[src/bslp_pkg.sv]
// ----------------------------------------------------------------------------
// Button press detector package
// Shared types and state codes for the debounced short/long press detector.
// ----------------------------------------------------------------------------
package bslp_pkg;

    localparam int unsigned TimeWidth  = 16;
    localparam int unsigned CfgWidth   = 15;
    localparam int unsigned StateWidth = 3;

    localparam logic [CfgWidth-1:0] DebounceReset  = 15'd50;
    localparam logic [CfgWidth-1:0] LongPressReset = 15'd1000;

    // Register indexes on the configuration port.
    localparam logic REG_DEBOUNCE   = 1'b0;
    localparam logic REG_LONG_PRESS = 1'b1;

    typedef enum logic [StateWidth-1:0] {
        ST_IDLE     = 3'd0,
        ST_PRESS_DB = 3'd1,
        ST_PRESSED  = 3'd2,
        ST_REL_DB   = 3'd3,
        ST_LONG     = 3'd4,
        ST_LONG_DB  = 3'd5
    } press_state_t;

    typedef struct packed {
        logic [CfgWidth-1:0] debounce_ms;
        logic [CfgWidth-1:0] long_press_ms;
    } cfg_t;

    typedef struct packed {
        logic                 ack_pending;
        logic                 ack_long;
        logic                 ack_short;
        logic [TimeWidth-1:0] now_ms;
        logic                 button_level;
    } item_t;

    typedef struct packed {
        press_state_t press_state;
        logic         release_pending;
        logic         long_press;
        logic         short_press;
    } result_t;

endpackage

[src/bslp_cfg_regs.sv]
// ----------------------------------------------------------------------------
// Configuration registers
// APB-style register file holding the debounce and long-press times.
// ----------------------------------------------------------------------------
module bslp_cfg_regs (
    input  logic             clk,
    input  logic             rst_n,
    input  logic             psel,
    input  logic             penable,
    input  logic             pwrite,
    input  logic [2:0]       paddr,
    input  logic [31:0]      pwdata,
    output logic [31:0]      prdata,
    output logic             pready,
    output bslp_pkg::cfg_t   cfg
);
    import bslp_pkg::*;

    logic [CfgWidth-1:0] debounce_reg;
    logic [CfgWidth-1:0] long_press_reg;
    logic                wr_en;
    logic                reg_sel;

    assign pready  = 1'b1;
    assign wr_en   = psel && penable && pwrite;
    assign reg_sel = paddr[2];

    always_ff @(posedge clk or negedge rst_n)
    begin
        if (!rst_n)
        begin
            debounce_reg   <= DebounceReset;
            long_press_reg <= LongPressReset;
        end
        else if (wr_en)
        begin
            case (reg_sel)
                REG_DEBOUNCE:   debounce_reg   <= pwdata[CfgWidth-1:0];
                REG_LONG_PRESS: long_press_reg <= pwdata[CfgWidth-1:0];
                default:        ;
            endcase
        end
    end

    always_comb
    begin
        case (reg_sel)
            REG_DEBOUNCE:   prdata = {{(32-CfgWidth){1'b0}}, debounce_reg};
            REG_LONG_PRESS: prdata = {{(32-CfgWidth){1'b0}}, long_press_reg};
            default:        prdata = '0;
        endcase
    end

    assign cfg.debounce_ms   = debounce_reg;
    assign cfg.long_press_ms = long_press_reg;

endmodule

[src/bslp_fsm.sv]
// ----------------------------------------------------------------------------
// Press state machine
// Holds the debounce state, deadline and sticky flags, and computes one step.
// ----------------------------------------------------------------------------
module bslp_fsm (
    input  logic              clk,
    input  logic              rst_n,
    input  logic              step_en,
    input  bslp_pkg::item_t   item,
    input  bslp_pkg::cfg_t    cfg,
    output bslp_pkg::result_t result
);
    import bslp_pkg::*;

    press_state_t         state_reg, state_next;
    logic [TimeWidth-1:0] deadline_reg, deadline_next;
    logic                 short_reg, short_next;
    logic                 long_reg, long_next;
    logic                 pending_reg, pending_next;

    logic                 pressed;
    logic                 reached;
    logic [TimeWidth-1:0] diff;
    logic [TimeWidth-1:0] short_deadline;
    logic [TimeWidth-1:0] long_deadline;

    assign pressed        = ~item.button_level;
    assign diff           = item.now_ms - deadline_reg;
    // The deadline counts as reached once the wrapped difference is not negative.
    assign reached        = ~diff[TimeWidth-1];
    assign short_deadline = item.now_ms + {1'b0, cfg.debounce_ms};
    assign long_deadline  = item.now_ms + {1'b0, cfg.long_press_ms}
                            - {1'b0, cfg.debounce_ms};

    always_comb
    begin
        state_next    = state_reg;
        deadline_next = deadline_reg;
        short_next    = short_reg & ~item.ack_short;
        long_next     = long_reg & ~item.ack_long;
        pending_next  = pending_reg & ~item.ack_pending;

        case (state_reg)
            ST_IDLE:
            begin
                if (pressed)
                begin
                    state_next    = ST_PRESS_DB;
                    deadline_next = short_deadline;
                end
            end
            ST_PRESS_DB:
            begin
                if (!pressed)
                begin
                    state_next = ST_IDLE;
                end
                else if (reached)
                begin
                    state_next    = ST_PRESSED;
                    deadline_next = long_deadline;
                end
            end
            ST_PRESSED:
            begin
                if (reached)
                begin
                    state_next   = ST_LONG;
                    long_next    = 1'b1;
                    pending_next = 1'b1;
                end
                else if (!pressed)
                begin
                    state_next    = ST_REL_DB;
                    deadline_next = short_deadline;
                end
            end
            ST_REL_DB:
            begin
                if (pressed)
                begin
                    state_next    = ST_PRESSED;
                    deadline_next = long_deadline;
                end
                else if (reached)
                begin
                    state_next = ST_IDLE;
                    short_next = 1'b1;
                end
            end
            ST_LONG:
            begin
                pending_next = 1'b1;
                if (!pressed)
                begin
                    state_next    = ST_LONG_DB;
                    deadline_next = short_deadline;
                end
            end
            ST_LONG_DB:
            begin
                if (pressed)
                begin
                    state_next   = ST_LONG;
                    pending_next = 1'b1;
                end
                else if (reached)
                begin
                    state_next = ST_IDLE;
                end
                else
                begin
                    pending_next = 1'b1;
                end
            end
            default:
            begin
                state_next = ST_IDLE;
            end
        endcase
    end

    always_ff @(posedge clk or negedge rst_n)
    begin
        if (!rst_n)
        begin
            state_reg    <= ST_IDLE;
            deadline_reg <= '0;
            short_reg    <= 1'b0;
            long_reg     <= 1'b0;
            pending_reg  <= 1'b0;
        end
        else if (step_en)
        begin
            state_reg    <= state_next;
            deadline_reg <= deadline_next;
            short_reg    <= short_next;
            long_reg     <= long_next;
            pending_reg  <= pending_next;
        end
    end

    assign result.press_state     = state_next;
    assign result.release_pending = pending_next;
    assign result.long_press      = long_next;
    assign result.short_press     = short_next;

endmodule

[src/button_short_long_press_detector_core.sv]
// ----------------------------------------------------------------------------
// Button short/long press detector
// Debounces an active-low button sampled once per word and reports sticky
// short-press, long-press and release-pending flags with the machine state.
// ----------------------------------------------------------------------------
// The block takes one sample word per clock while it is not stalled by the
// output side and returns one result word for each. A word is held in an
// input register, stepped through the press state machine, and the result
// lands in an output register. The state machine update is the only loop.
// Configuration writes are meant for times when no word is in flight.
module button_short_long_press_detector_core (
    input  logic        clk,
    input  logic        rst_n,
    // APB-style configuration port
    input  logic        psel,
    input  logic        penable,
    input  logic        pwrite,
    input  logic [2:0]  paddr,
    input  logic [31:0] pwdata,
    output logic [31:0] prdata,
    output logic        pready,
    // Sample stream
    input  logic        s_tvalid,
    output logic        s_tready,
    // [0] button_level, [16:1] now_ms, [17] ack_short, [18] ack_long,
    // [19] ack_pending, [23:20] zero
    input  logic [23:0] s_tdata,
    // Result stream
    output logic        m_tvalid,
    input  logic        m_tready,
    // [0] short_press, [1] long_press, [2] release_pending,
    // [5:3] press_state, [7:6] zero
    output logic [7:0]  m_tdata
);
    import bslp_pkg::*;

    cfg_t    cfg;
    item_t   item_reg;
    logic    in_valid_reg;
    result_t result;
    result_t result_reg;
    logic    out_valid_reg;
    logic    out_free;
    logic    step_en;
    logic    s_fire;

    assign out_free = !out_valid_reg || m_tready;
    assign step_en  = in_valid_reg && out_free;
    assign s_tready = !in_valid_reg || out_free;
    assign s_fire   = s_tvalid && s_tready;

    bslp_cfg_regs u_cfg_regs (
        .clk     (clk),
        .rst_n   (rst_n),
        .psel    (psel),
        .penable (penable),
        .pwrite  (pwrite),
        .paddr   (paddr),
        .pwdata  (pwdata),
        .prdata  (prdata),
        .pready  (pready),
        .cfg     (cfg)
    );

    bslp_fsm u_fsm (
        .clk     (clk),
        .rst_n   (rst_n),
        .step_en (step_en),
        .item    (item_reg),
        .cfg     (cfg),
        .result  (result)
    );

    // Input register
    always_ff @(posedge clk or negedge rst_n)
    begin
        if (!rst_n)
        begin
            in_valid_reg <= 1'b0;
        end
        else if (s_tready)
        begin
            in_valid_reg <= s_tvalid;
        end
    end

    always_ff @(posedge clk)
    begin
        if (s_fire)
        begin
            item_reg <= s_tdata[19:0];
        end
    end

    // Output register
    always_ff @(posedge clk or negedge rst_n)
    begin
        if (!rst_n)
        begin
            out_valid_reg <= 1'b0;
        end
        else if (out_free)
        begin
            out_valid_reg <= step_en;
        end
    end

    always_ff @(posedge clk)
    begin
        if (step_en)
        begin
            result_reg <= result;
        end
    end

    assign m_tvalid = out_valid_reg;
    assign m_tdata  = {2'b00, result_reg};

endmodule
[config.mk]
export PLATFORM = sky130hd
export DESIGN_NAME = button_short_long_press_detector_core
export DESIGN_NICKNAME = d
export VERILOG_FILES = /design/src/bslp_pkg.sv /design/src/bslp_cfg_regs.sv /design/src/bslp_fsm.sv /design/src/button_short_long_press_detector_core.sv
export SDC_FILE = /design/constraint.sdc
export NUM_CORES = 1
export LEC_CHECK = 0
export BUFFER_PORTS_ARGS = -buffer_cell sky130_fd_sc_hd__buf_2
export CORE_ASPECT_RATIO = 1.1
export CORE_MARGIN = 4
export CORE_UTILIZATION = 35
export DETAILED_ROUTE_END_ITERATION = 8
export GPL_TIMING_DRIVEN = 0
export HOLD_SLACK_MARGIN = 0.08
export SLEW_MARGIN = 15
export SYNTH_ARGS = -nofsm -noshare
export SYNTH_HDL_FRONTEND = slang
export SYNTH_SLANG_ARGS = --single-unit
[constraint.sdc]
create_clock -name clk -period 3.49 [get_ports clk]
set_clock_uncertainty 0.1 [all_clocks]
set_input_delay 0.698 -clock clk [delete_from_list [all_inputs] [get_ports clk]]
set_output_delay 0.698 -clock clk [all_outputs]
set_load 0.03 [all_outputs]
==> results.toml <==
[logic_synthesis]
ys_seq_area_share_pct = 36.08
synth-main-ff-cell = "dfrtp_1"
syn_area_um2 = 5941
yosysTopAreaCell = "dfrtp_1"
yosysMostFrequentCell = "inv_1"
ys_warn_count = 0
ys_seq_elements = 80
synth.area.top_cells = "dfrtp_1, edfxtp_1, ha_1, inv_1, mux2_2"
avgSynthCellArea_um2 = 9.803
synthCells = 606
synth_commonest_cells = "inv_1, ha_1, dfrtp_1, nand2_1, nor2_1"
synth_top_area_share_pct = 18.96
synth-edff-count = 26
synth_cell_types = 69
synth-async-reset-ratio_pct = 67.50

[sta]
max_freq_ghz = 0.3042
fin_crit_sh_pct = 94.20
slew_viol_final = 0
rsz0062_at_grt = "false"
tightest_slew_ps = 897.3
period_needed_ps = 3288
hold_viol = 0
fin_tns_setup_ps = 0
max_slew_margin_pct = 40.18
setup-violations-final = 0

[clock_network]
ctsResizeCount = 0
ctsHoldBuffers = 0
cts_tree = "done"
clock_latency_ps = 350
numCtsBuffers = 9
path_clk_slew_ps = 70
root_buffer = "clkbuf_16"
cts_buffer_depth = 2
cts.htree.levels = 3
cts_setup_buffers = 0
cts_sinks = 80

[global_route]
grt.overflow.total = 0
grt_pass1_vias = 4401
grt_usage_pct = 14.96
antenna_found_initial = 0
grt_max_degree = 55
grt_pass1_wl_mm = 22.51

[routing]
dr_total_vias = 4287
wire_per_inst_um = 14.89
drc = 0
ant_nets = 0
via_per_inst = 4.716
routed_wl_mm = 13.53
dr.pass1.iters = 4
drt_iter0_drc = 228

[power]
p_leak_nw = 3.319
p_sw_share_pct = 42.53
intPower_w = 0.002970
switchingPower_w = 0.002199
sequentialPowerShare_pct = 27.2
power.density_nw_per_um2 = 747.7
p_comb_share_pct = 54.1
peakVddDrop_mv = 0.2921
power_w = 0.005169
pwr-share-clk_pct = 18.6

[placed_design]
post_dp_cell_area_um2 = 6591
hpwlAfterDp_mm = 10.23
gp_congestion = 0.8020
io_buffers = 65

[floorplanning]
core_area_um2 = 16490
die_x_um = 132.2
io_pins = 109
row_count = 49
start_util_pct = 36.02
dieArea_um2 = 19120
die_height_um = 144.6

[final_layout]
largest_register_ffs = 20
final_cell_area_um2 = 6913
utilization_pct = 41.92
antennaDiodeCount = 0
drive_gt1_share_pct = 23.12
nets = 841
area_growth_pct = 16.36

[status]
status = "finished clean"

[run]
maxCapViolCount = 0

[critical_path]
cp_slowest_cell = "dfstp_2"
cp.required_ps = 3620
critPathLaunchType = "flip-flop"
crit_chain = "inv_1 > fa_1 > inv_1 > ha_1 > a21o_1 > a21oi_1 > nand2_1 > a31oi_4 > o21bai_1 > xnor2_1 > o211ai_1 > mux2_1"
crit_family = "compound AO/OA/AOI/OAI gates"
cp.arrival_ps = 3420
max_stage_delay_ps = 540
cpMostUsedCell = "inv_1"
path_buf_inv = 2
endpoint_kind = "flip-flop"
critPathKind = "flip-flop to flip-flop"
cp_max_fo = 4

[worst_hold_path]
holdCritPathClass = "input pin to asynchronous set/reset pin"
[power by group through the flow]
| stage | registers, W | logic, W | clock network (W) |
|---|---|---|---|
| 5_1_grt | 0.00145 | 0.00319 | 0.00103 |
| 3_5_place_dp | 0.00143 | 0.00277 | 0 |
| 2_1_floorplan | 0.00143 | 0.00214 | 0 |
| 3_3_place_gp | 0.00142 | 0.00273 | 0 |
| 4_1_cts | 0.00141 | 0.00278 | 0.000988 |
| 6_report | 0.00141 | 0.00280 | 0.000962 |
[metrics by stage]
| stage | hold slack [ps] | setup slack [ps] | instances |
|---|---|---|---|
| floorplan | 302.4 | 443.0 | 624 |
| global placement | 369.9 | 50.28 | 893 |
| detailed placement | 374.7 | 70.78 | 893 |
| CTS | 355.3 | 63.42 | 909 |
| global route | 398.1 | 1.453 | 909 |
| finish | 330.6 | 202.3 | 909 |
[area by class of cell]
cell class | count | area, µm²
Fill cell | 1632 | 9579
Multi-Input combinational cell | 409 | 3298
Clock inverter | 7 | 72.57
Sequential cell | 80 | 2143
Inverter | 104 | 390.4
Timing Repair Buffer | 65 | 327.8
Clock buffer | 9 | 225.2
Buffer | 31 | 200.2
Tap cell | 204 | 255.2
[final timing paths]
kind	slack, ps	cells after the start	endpoint	start
max	200	12	u_fsm.deadline_reg[14]	u_cfg_regs.long_press_reg[8]
min	330	1	u_fsm.deadline_reg[3]	rst_n
max reg2reg	200	12	u_fsm.deadline_reg[14]	u_cfg_regs.long_press_reg[8]
min reg2reg	380	1	u_fsm.deadline_reg[10]	u_fsm.deadline_reg[10]
max in group asynchronous	2470	1	u_cfg_regs.debounce_reg[0]	rst_n
min in group clk	380	1	u_fsm.deadline_reg[10]	u_fsm.deadline_reg[10]
[logic make-up (layout without fill, tap and decap cells)]
group,after synthesis,count (layout),synth area share [%]
buffers and inverters,135,216,9.941
AND/OR/NAND/NOR,132,132,10.91
AO/OA/AOI/OAI,106,106,12.01
flip-flops,80,80,36.08
adder cells (fa/ha/maj),75,75,17.82
multiplexers,50,50,9.288
XOR/XNOR,26,26,3.833
other,2,20,0.1264
[placed cells by master, fill, tap and decap left out, types with 8 or more instances in the layout]
master	netlist	routed
mux2_2	34	34
fa_1	16	16
nand2b_1	11	11
nand3_1	10	10
a21oi_1	27	27
clkbuf_16	0	9
buf_2	1	65
clkbuf_1	9	9
nand2_1	36	36
buf_4	20	21
dfrtp_1	45	45
xor2_1	12	12
o21ai_1	8	8
o21bai_1	9	9
o21ai_0	22	22
conb_1	2	20
xnor2_1	14	14
nor2_1	35	35
mux2i_1	12	12
inv_1	102	102
ha_1	59	59
dfstp_2	9	9
edfxtp_1	26	26
nor3_1	11	11
[per-layer routing]
layer | global-route usage (%) | wire length (µm) | vias to the layer above | part of all wire (%)
met5 | 0 | 0 | - | 0
met4 | 4.158 | 172 | 0 | 1.3
li1 | - | - | 2182 | -
met1 | 19.37 | 6455 | 2013 | 48
met2 | 25.77 | 6421 | 79 | 47
met3 | 2.923 | 484 | 13 | 3.6
Note: power is estimated with default switching activity, not from simulation.
